--- src/sv/tsdc_pkg.sv ---
// Shared types, constants and functions for the temperature scratchpad decoder.
// No dependencies; every other file imports this package.
`default_nettype none
package tsdc_pkg;
	localparam logic [7:0] LEGACY_FAMILY = 8'h10;
	localparam logic [7:0] LEGACY_CPD = 8'h10;
	localparam logic [7:0] CRC_POLY = 8'h8C;
	localparam logic [1:0] RES_9BIT = 2'd0;
	localparam logic [1:0] RES_10BIT = 2'd1;
	localparam logic [1:0] RES_11BIT = 2'd2;
	localparam int DIV_NUM_W = 33;
	localparam int DIV_DEN_W = 17;
	localparam logic [2:0] REG_CAL_ENABLE = 3'd0;
	localparam logic [2:0] REG_RAW_LOW = 3'd1;
	localparam logic [2:0] REG_REF_LOW = 3'd2;
	localparam logic [2:0] REG_RAW_HIGH = 3'd3;
	localparam logic [2:0] REG_REF_HIGH = 3'd4;
	localparam logic [2:0] REG_FAMILY = 3'd5;

	typedef struct packed {
		logic ok;
		logic bypass;
		logic neg;
		logic signed [15:0] raw;
	} tag_t;

	function automatic logic [7:0] crc_byte(input logic [7:0] crc_in, input logic [7:0] x_in);
		logic [7:0] crc;
		logic [7:0] x;
		crc = crc_in;
		x = x_in;
		for (int k = 0; k < 8; k++) begin
			if (crc[0] ^ x[0]) begin
				crc = (crc >> 1) ^ CRC_POLY;
			end else begin
				crc = crc >> 1;
			end
			x = x >> 1;
		end
		return crc;
	endfunction
endpackage
`default_nettype wire

--- src/sv/temp_scratchpad_decode_calibrate.sv ---
// Top level: APB register file, decode, multiply, divider and saturation stages.
// Depends on tsdc_pkg, tsdc_decode and tsdc_div.
//
// One scratchpad item may be started in every clock cycle; busy is never high.
// Each item yields exactly one result; the divider on its path resolves
// one quotient bit per pipeline stage. The result is shown for one cycle with
// done high and cannot be held off. Registers may be written only while no
// item is in flight.
`default_nettype none
module temp_scratchpad_decode_calibrate import tsdc_pkg::*; #(
	parameter int NW = DIV_NUM_W,
	parameter int DW = DIV_DEN_W
) (
	input wire logic clk,
	input wire logic arst_n,
	input wire logic start,
	output logic busy,
	input wire logic [7:0] scratch_byte0,
	input wire logic [7:0] scratch_byte1,
	input wire logic [7:0] scratch_byte2,
	input wire logic [7:0] scratch_byte3,
	input wire logic [7:0] scratch_byte4,
	input wire logic [7:0] scratch_byte5,
	input wire logic [7:0] scratch_byte6,
	input wire logic [7:0] scratch_byte7,
	input wire logic [7:0] scratch_crc,
	output logic done,
	output logic crc_ok,
	output logic signed [15:0] raw_temp,
	output logic signed [15:0] temperature,
	input wire logic psel,
	input wire logic penable,
	input wire logic pwrite,
	input wire logic [4:0] paddr,
	input wire logic [31:0] pwdata,
	output logic [31:0] prdata,
	output logic pready
);
	logic cal_en_q;
	logic signed [15:0] raw_low_q, ref_low_q, raw_high_q, ref_high_q;
	logic [7:0] family_q;
	logic [2:0] reg_idx;

	assign busy = 1'b0;
	assign pready = 1'b1;
	assign reg_idx = paddr[4:2];

	always_ff @(posedge clk or negedge arst_n) begin
		if (!arst_n) begin
			cal_en_q <= 1'b0;
			raw_low_q <= 16'sd0;
			ref_low_q <= 16'sd0;
			raw_high_q <= 16'sd1600;
			ref_high_q <= 16'sd1600;
			family_q <= 8'd0;
		end else if (psel && penable && pwrite) begin
			case (reg_idx)
				REG_CAL_ENABLE: cal_en_q <= pwdata[0];
				REG_RAW_LOW: raw_low_q <= pwdata[15:0];
				REG_REF_LOW: ref_low_q <= pwdata[15:0];
				REG_RAW_HIGH: raw_high_q <= pwdata[15:0];
				REG_REF_HIGH: ref_high_q <= pwdata[15:0];
				REG_FAMILY: family_q <= pwdata[7:0];
				default: ;
			endcase
		end
	end

	always_comb begin
		case (reg_idx)
			REG_CAL_ENABLE: prdata = {31'd0, cal_en_q};
			REG_RAW_LOW: prdata = {{16{raw_low_q[15]}}, raw_low_q};
			REG_REF_LOW: prdata = {{16{ref_low_q[15]}}, ref_low_q};
			REG_RAW_HIGH: prdata = {{16{raw_high_q[15]}}, raw_high_q};
			REG_REF_HIGH: prdata = {{16{ref_high_q[15]}}, ref_high_q};
			REG_FAMILY: prdata = {24'd0, family_q};
			default: prdata = 32'd0;
		endcase
	end

	logic dec_valid, dec_ok;
	logic signed [15:0] dec_raw;

	tsdc_decode u_decode (
		.clk(clk), .arst_n(arst_n), .in_valid(start && !busy),
		.b0(scratch_byte0), .b1(scratch_byte1), .b2(scratch_byte2), .b3(scratch_byte3),
		.b4(scratch_byte4), .b5(scratch_byte5), .b6(scratch_byte6), .b7(scratch_byte7),
		.crc_in(scratch_crc), .family(family_q),
		.out_valid(dec_valid), .out_ok(dec_ok), .out_raw(dec_raw)
	);

	logic signed [16:0] span, range_v;
	assign span = 17'(raw_high_q) - 17'(raw_low_q);
	assign range_v = 17'(ref_high_q) - 17'(ref_low_q);

	logic valid_s3, ok_s3, byp_s3;
	logic signed [15:0] raw_s3;
	logic signed [16:0] diff_s3;

	always_ff @(posedge clk or negedge arst_n) begin
		if (!arst_n) begin
			valid_s3 <= 1'b0;
		end else begin
			valid_s3 <= dec_valid;
		end
	end

	always_ff @(posedge clk) begin
		ok_s3 <= dec_ok;
		byp_s3 <= !cal_en_q || (span == 17'sd0);
		raw_s3 <= dec_raw;
		diff_s3 <= 17'(dec_raw) - 17'(raw_low_q);
	end

	logic valid_s4, ok_s4, byp_s4;
	logic signed [15:0] raw_s4;
	logic signed [33:0] prod_s4;

	always_ff @(posedge clk or negedge arst_n) begin
		if (!arst_n) begin
			valid_s4 <= 1'b0;
		end else begin
			valid_s4 <= valid_s3;
		end
	end

	always_ff @(posedge clk) begin
		ok_s4 <= ok_s3;
		byp_s4 <= byp_s3;
		raw_s4 <= raw_s3;
		prod_s4 <= 34'(diff_s3) * 34'(range_v);
	end

	logic [33:0] prod_mag;
	logic [16:0] span_mag;
	tag_t div_tag_in, div_tag_out;
	logic div_valid;
	logic [NW-1:0] quot;

	assign prod_mag = prod_s4[33] ? 34'(-prod_s4) : prod_s4;
	assign span_mag = span[16] ? 17'(-span) : span;
	assign div_tag_in = '{ok: ok_s4, bypass: byp_s4, neg: prod_s4[33] ^ span[16], raw: raw_s4};

	tsdc_div #(.NW(NW), .DW(DW)) u_div (
		.clk(clk), .arst_n(arst_n), .in_valid(valid_s4),
		.num(NW'(prod_mag)), .den(DW'(span_mag)), .in_tag(div_tag_in),
		.out_valid(div_valid), .quot(quot), .out_tag(div_tag_out)
	);

	logic signed [NW:0] qs;
	logic signed [NW+1:0] sum;
	logic signed [15:0] cal;

	always_comb begin
		qs = div_tag_out.neg ? -$signed({1'b0, quot}) : $signed({1'b0, quot});
		sum = (NW+2)'(ref_low_q) + (NW+2)'(qs);
		if (sum > (NW+2)'(32767)) begin
			cal = 16'sh7FFF;
		end else if (sum < -(NW+2)'(32768)) begin
			cal = -16'sh8000;
		end else begin
			cal = sum[15:0];
		end
	end

	always_ff @(posedge clk or negedge arst_n) begin
		if (!arst_n) begin
			done <= 1'b0;
		end else begin
			done <= div_valid;
		end
	end

	always_ff @(posedge clk) begin
		crc_ok <= div_tag_out.ok;
		if (!div_tag_out.ok) begin
			raw_temp <= 16'sd0;
			temperature <= 16'sd0;
		end else begin
			raw_temp <= div_tag_out.raw;
			temperature <= div_tag_out.bypass ? div_tag_out.raw : cal;
		end
	end
endmodule
`default_nettype wire

--- src/sv/tsdc_decode.sv ---
// Two pipeline stages: CRC-8 check over the scratchpad and raw reading decode.
// Depends on tsdc_pkg.
`default_nettype none
module tsdc_decode import tsdc_pkg::*; (
	input wire logic clk,
	input wire logic arst_n,
	input wire logic in_valid,
	input wire logic [7:0] b0,
	input wire logic [7:0] b1,
	input wire logic [7:0] b2,
	input wire logic [7:0] b3,
	input wire logic [7:0] b4,
	input wire logic [7:0] b5,
	input wire logic [7:0] b6,
	input wire logic [7:0] b7,
	input wire logic [7:0] crc_in,
	input wire logic [7:0] family,
	output logic out_valid,
	output logic out_ok,
	output logic signed [15:0] out_raw
);
	logic valid_s1;
	logic [7:0] crc_s1, b4_s1, b5_s1, b6_s1, b7_s1, crcin_s1;
	logic signed [15:0] rd_s1;
	logic [7:0] crc_all;
	logic signed [19:0] v8, vleg;
	logic signed [15:0] raw_d;

	always_ff @(posedge clk or negedge arst_n) begin
		if (!arst_n) begin
			valid_s1 <= 1'b0;
		end else begin
			valid_s1 <= in_valid;
		end
	end

	always_ff @(posedge clk) begin
		crc_s1 <= crc_byte(crc_byte(crc_byte(crc_byte(8'h00, b0), b1), b2), b3);
		rd_s1 <= $signed({b1, b0});
		b4_s1 <= b4;
		b5_s1 <= b5;
		b6_s1 <= b6;
		b7_s1 <= b7;
		crcin_s1 <= crc_in;
	end

	always_comb begin
		crc_all = crc_byte(crc_byte(crc_byte(crc_byte(crc_s1, b4_s1), b5_s1), b6_s1), b7_s1);
		v8 = {{1{rd_s1[15]}}, rd_s1, 3'b000};
		if (b7_s1 == LEGACY_CPD) begin
			vleg = {v8[19:4], 4'b0000} + 20'sd12 - $signed({12'd0, b6_s1});
		end else begin
			vleg = v8;
		end
		if (family == LEGACY_FAMILY) begin
			if (vleg > 20'sd32767) begin
				raw_d = 16'sh7FFF;
			end else if (vleg < -20'sd32768) begin
				raw_d = -16'sh8000;
			end else begin
				raw_d = vleg[15:0];
			end
		end else begin
			case (b4_s1[6:5])
				RES_9BIT: raw_d = {rd_s1[15:3], 3'b000};
				RES_10BIT: raw_d = {rd_s1[15:2], 2'b00};
				RES_11BIT: raw_d = {rd_s1[15:1], 1'b0};
				default: raw_d = rd_s1;
			endcase
		end
	end

	always_ff @(posedge clk or negedge arst_n) begin
		if (!arst_n) begin
			out_valid <= 1'b0;
		end else begin
			out_valid <= valid_s1;
		end
	end

	always_ff @(posedge clk) begin
		out_ok <= (crc_all == crcin_s1);
		out_raw <= raw_d;
	end
endmodule
`default_nettype wire

--- src/sv/tsdc_div.sv ---
// Pipelined restoring divider of unsigned magnitudes, one quotient bit per stage.
// Depends on tsdc_pkg for the tag type carried alongside each item.
`default_nettype none
module tsdc_div import tsdc_pkg::*; #(
	parameter int NW = DIV_NUM_W,
	parameter int DW = DIV_DEN_W
) (
	input wire logic clk,
	input wire logic arst_n,
	input wire logic in_valid,
	input wire logic [NW-1:0] num,
	input wire logic [DW-1:0] den,
	input wire tag_t in_tag,
	output logic out_valid,
	output logic [NW-1:0] quot,
	output tag_t out_tag
);
	logic v_s [0:NW];
	logic [NW-1:0] n_s [0:NW];
	logic [NW-1:0] q_s [0:NW];
	logic [DW-1:0] r_s [0:NW];
	tag_t t_s [0:NW];

	assign v_s[0] = in_valid;
	assign n_s[0] = num;
	assign q_s[0] = '0;
	assign r_s[0] = '0;
	assign t_s[0] = in_tag;

	for (genvar i = 0; i < NW; i++) begin : g_stage
		logic [DW:0] trial;
		logic fits;
		assign trial = {r_s[i], n_s[i][NW-1]};
		assign fits = trial >= {1'b0, den};

		always_ff @(posedge clk or negedge arst_n) begin
			if (!arst_n) begin
				v_s[i+1] <= 1'b0;
			end else begin
				v_s[i+1] <= v_s[i];
			end
		end

		always_ff @(posedge clk) begin
			if (fits) begin
				r_s[i+1] <= DW'(trial - {1'b0, den});
			end else begin
				r_s[i+1] <= trial[DW-1:0];
			end
			q_s[i+1] <= {q_s[i][NW-2:0], fits};
			n_s[i+1] <= {n_s[i][NW-2:0], 1'b0};
			t_s[i+1] <= t_s[i];
		end
	end

	assign out_valid = v_s[NW];
	assign quot = q_s[NW];
	assign out_tag = t_s[NW];
endmodule
`default_nettype wire

--- config.mk ---
export PLATFORM = sky130hd
export DESIGN_NAME = temp_scratchpad_decode_calibrate
export DESIGN_NICKNAME = d
export VERILOG_FILES = /design/src/sv/tsdc_pkg.sv /design/src/sv/temp_scratchpad_decode_calibrate.sv /design/src/sv/tsdc_decode.sv /design/src/sv/tsdc_div.sv
export SDC_FILE = /design/constraint.sdc
export NUM_CORES = 2
export LEC_CHECK = 0
export BUFFER_PORTS_ARGS = -buffer_cell sky130_fd_sc_hd__buf_2
export CAP_MARGIN = 20
export CORE_MARGIN = 2
export CORE_UTILIZATION = 60
export CTS_BUF_LIST = sky130_fd_sc_hd__clkbuf_4 sky130_fd_sc_hd__clkbuf_8
export DETAILED_ROUTE_END_ITERATION = 16
export PLACE_DENSITY = 0.77
export SLEW_MARGIN = 20
export SYNTH_ARGS = -nofsm -noshare
export SYNTH_HDL_FRONTEND = slang
export SYNTH_HIERARCHICAL = 1
export SYNTH_SLANG_ARGS = --single-unit
export TNS_END_PERCENT = 20
--- constraint.sdc ---
create_clock -name clk -period 18.2 [get_ports clk]
set_clock_uncertainty 0.1 [all_clocks]
set_input_delay 3.64 -clock clk [delete_from_list [all_inputs] [get_ports clk]]
set_output_delay 3.64 -clock clk [all_outputs]
set_load 0.005 [all_outputs]
# Yosys cells after proc, flatten, opt, wreduce, memory -nomap -nowiden
# Cells that the tools add are included.
# word_totals
regBits	2572
word_cells	632
out_inout_bits	68
# op_classes
addsub	41
mul	1
magnitude_cmp	37
n_reduce_logical	13
bitwise	127
mux	108
eq_ne	10
# op_table
operator	count
>= comparator 18 x 17 -> 1 bit	32
two-way mux 17 bit	32
subtractor 17 bit	31
two-way mux 8 bit	63
case mux 32 bit (6 select lines)	1
NOT 2 -> 3 bit	63
two-way mux 16 bit	6
XOR 1 bit	64
subtractor 16 x 16 -> 17 bit	3
adder 16 x 34 -> 35 bit	1
> comparator 35 x 16 -> 1 bit (second input constant)	1
less-than comparator 35 x 16 -> 1 bit (second input constant)	1
multiplier 17 x 17 -> 34 bit	1
two-way mux 34 bit	1
negation 33 -> 34 bit	1
two-way mux 33 bit	1
negation 33 bit	1
adder 19 x 5 -> 20 bit (second input constant)	1
> comparator 20 x 16 -> 1 bit (second input constant)	1
less-than comparator 20 x 16 -> 1 bit (second input constant)	1
two-way mux 20 bit	1
subtractor 20 x 8 -> 20 bit	1
>= comparator 1 x 17 -> 1 bit	1
zero test 17 bit	1
other kinds (18)	27

# Longest topological paths before layout
# logic_depth
depth_word	65
ltp_mapped	35
ltp_nobuf	34

# Modules after synthesis
# Netlist, hierarchy kept.
# modules_own_cells
mod	cells_per_inst	area_per_inst_um2	seq_area_each_um2	instances
tsdc_div	6484	76829.9	46069.2	1
temp_scratchpad_decode_calibrate	2644	23438.7	4311.6	1
tsdc_decode	420	4416.7	1671.6	1

# Least setup slack after synthesis
# No wires, ideal clock.
# synth_path
path_type	input port to output port
startpoint	in paddr[3]
endpoint	out prdata[16]
t_arrival_ns	5.341
path_buffers	3
required_ns	14.460
cell_stages	5
slack_ns	9.119
cell_sequence	clkbuf_1 > buf_1 > mux2i_1 > o22ai_1 > buf_4
# synth_between
elab_chain_len	2
# synth_lines
element	line	text
start, declared	temp_scratchpad_decode_calibrate.sv:34	input wire logic [4:0] paddr,
== test 3 bit, or another cell as far along	temp_scratchpad_decode_calibrate.sv:70	case (reg_idx)
case mux 32 bit (6 select lines) (*)	temp_scratchpad_decode_calibrate.sv:70	
end, declared	temp_scratchpad_decode_calibrate.sv:36	output logic [31:0] prdata,
# Mark *: on every way between the ends. The rest lies on a longest branch, timed or not.

# Worst setup path after layout
# layout_path
startpoint	reg ref_low_q[1]
endpoint	reg prod_s4[32]
# layout_between
elab_chain_len	2
# layout_lines
element	line	text
start, declared	temp_scratchpad_decode_calibrate.sv:40	logic signed [15:0] raw_low_q, ref_low_q, raw_high_q, ref_high_q;
start signal, assigned	temp_scratchpad_decode_calibrate.sv:60	REG_REF_LOW: ref_low_q <= pwdata[15:0];
subtractor 16 x 16 -> 17 bit	temp_scratchpad_decode_calibrate.sv:94	assign range_v = 17'(ref_high_q) - 17'(ref_low_q);
multiplier 17 x 17 -> 34 bit	temp_scratchpad_decode_calibrate.sv:131	prod_s4 <= 34'(diff_s3) * 34'(range_v);
end signal, assigned	temp_scratchpad_decode_calibrate.sv:131	
end, declared	temp_scratchpad_decode_calibrate.sv:117	logic signed [33:0] prod_s4;
# Every way passes these cells.
# A chain may end at the register's enable or synchronous reset.

==> out/summary.txt <==
run status: completed
PortBufs: 162
RSZ-0062 raised after global routing: false
via/cell ratio: 5.52
Final nets: 11100
CTS tree: built
root buf cell: clkbuf_8
DR iter-0 viols: 4203
H-tree levels: 5
core area: 174000 sq um
Slew Limit Headroom: 25.8%
EDFF count, synth: 0
endpoints failing hold: 0
Post-synth top cells: dfxtp_1 (2461), ha_1 (721), inv_1 (645), nand2_1 (561), a21oi_1 (538)
crit path DAT: 10.45 ns
post-synth top area share: 47.1%
post-synthesis sequential area ratio: 49.7%
DRC Markers: 0
Clock Tree Buf Depth: 4
Max stage delay on crit path: 0.57 ns
Yosys top cell by area: dfxtp_1
Total GRT Usage: 24.8%
Final GP Congestion: 0.905
peak fanout along the critical path: 14
Post-Route WL: 224000 um
CTS Hold Bufs: 0
global-route wire length before repair: 359000 um
drt pass-1 iters: 5
synth top area cells: dfxtp_1 (47%), ha_1 (8.6%), fa_1 (6.3%), xnor2_1 (4.3%), mux2_2 (3.7%)
total grt overflow: 0
via count: 69100
Startpoint Class: flip-flop
Mean Syn Cell Area: 11.0 sq um
Synth Register Bits: 2572
max-slew violations: 0
cell family with most CP delay: adder cells
Mapped Cells: 9548
Worst Max-Slew Pin Slew: 1.11 ns
Fmax: 104 MHz
largest net degree at the start of global routing: 74
Die Wd: 422 um
Rows: 153
post-DP HPWL: 158000 um
post-CTS setup buffer count: 0
Fin Setup TNS: 0 ns
crit path time final: 9.65 ns
Worst Hold Class: reg2reg
setup violators final: 0
share of layout cells above drive strength 1: 13.6%
max-cap violation count: 0
Clock Sinks: 2572
vias in the first global route: 70400
Tcrit/Tclk final: 53.0%
worst endpoint required time: 19.00 ns
area delta synth->final: 11.0%
clock buffer count from CTS: 392
clk slew on worst S/H paths: 0.06 ns
Chip Height: 422 um
die area: 178000 sq um
buffer and inverter count on the worst path: 5
initial antenna violation count: 12
CP max stage cell: dfrtp_1
Syn Nets: 10700
Starting Density: 60.3%
Distinct cells, synth: 117
Synth Flop Type: dfxtp_1
Antenna Violating Nets Remaining: 0
Mapped Area: 105000 sq um
wire length per cell: 17.9 um
cell mode on critical path: fa_1
post-cts resize count: 0
Ys Warns: 6
Async SR Flop Fraction: 4.32%
endpoint class of the critical path: flip-flop
Min Hold Slack: 0.140 ns
kind of critical path: reg2reg
IO Pins: 183
later-pin clock latency in the skew report: 1.06 ns
most common cell in the netlist: dfxtp_1
[logic make-up (layout without fill, tap and decap cells)]
family          after synthesis  count (layout)  share of synthesized area (%)
mux                         392             392                           4.20
fa+ha+maj                  1052            1052                           14.9
simple gates               1944            1944                           8.98
other cells                   2               8                        0.00717
flops                      2572            2572                           49.7
xor+xnor                    726             726                           6.34
buf+inv                     900            1547                           3.56
compound gates             1960            1960                           12.2
[metrics by stage]
| stage | cells | setup slack (ns) | util, % | instance area [sq um] |
|---|---|---|---|---|
| finish | 12500 | 8.55 | 66.9 | 116000 |
| global route | 12500 | 7.96 | 66.9 | 116000 |
| CTS | 12500 | 8.33 | 66.9 | 116000 |
| detailed placement | 11800 | 8.41 | 62.0 | 108000 |
| global placement | 11800 | 8.51 | 62.0 | 108000 |
| floorplan | 9548 | 9.12 | - | 105000 |
[flip-flops by register name (all words and copies together) (netlist names), 17 cells and up]
register and flops:
u_div/v_s 32, u_div/g_stage.trial 576, diff_s3 17, u_div/q_s 528, u_div/quot 33, u_div/t_s 608
prod_s4 34, u_div/n_s 496, u_div/out_tag 19
[worst reg2reg max path, delay by kind of cell (launching register included)]
kind,cells,cell delay (ns)
AND/OR/NAND/NOR,7,1.12
adder cells (fa/ha/maj),8,3.84
buffers and inverters,5,0.58
AO/OA/AOI/OAI,12,3.13
flip-flops,1,0.57
XOR/XNOR,1,0.16
[placed cells by master, fill, tap and decap left out, drive strengths merged, types with 331 or more instances in the layout]
cell type	instances
clkbuf	587
fa	331
o21ai	423
ha	721
inv	640
dfxtp	2461
mux2	350
nor2	487
nand2	564
xnor2	510
a21oi	540
[cell type report]
class / instances / area, sq um
clock buffer: 587 / 7510
tap: 2325 / 2910
fill: 12800 / 57400
timing repair buffer: 220 / 1250
multi-input combinational: 6076 / 49000
antenna: 6 / 15.0
sequential: 2572 / 52100
clock inverter: 93 / 1020
inverter: 647 / 2430
[path summary, 6_finish.rpt]
check                                from                          to  slack [ns]  depth (start not counted)
max                          ref_low_q[1]                 prod_s4[32]        8.55                         33
min                        u_div/n_s[724]  u_div/g_stage[13].trial[0]        0.14                          0
max reg2reg                  ref_low_q[1]                 prod_s4[32]        8.55                         33
min reg2reg                u_div/n_s[724]  u_div/g_stage[13].trial[0]        0.14                          0
max in group asynchronous          arst_n               ref_low_q[15]       14.05                          2
min in group asynchronous          arst_n           u_decode/valid_s1        2.55                          1
[layer usage]
| layer | vias to the layer above | wire length [um] | track usage, % |
|---|---|---|---|
| met5 | - | 11 | 0 |
| met4 | 2 | 9170 | 10.9 |
| met3 | 588 | 11600 | 4.15 |
| met2 | 1845 | 110000 | 42.9 |
| met1 | 33000 | 93300 | 30.5 |
| li1 | 33700 | - | - |
Power is left out: the tool's default activity adds up to more than one toggle a clock period on the data nets, which glitch-free logic cannot reach.
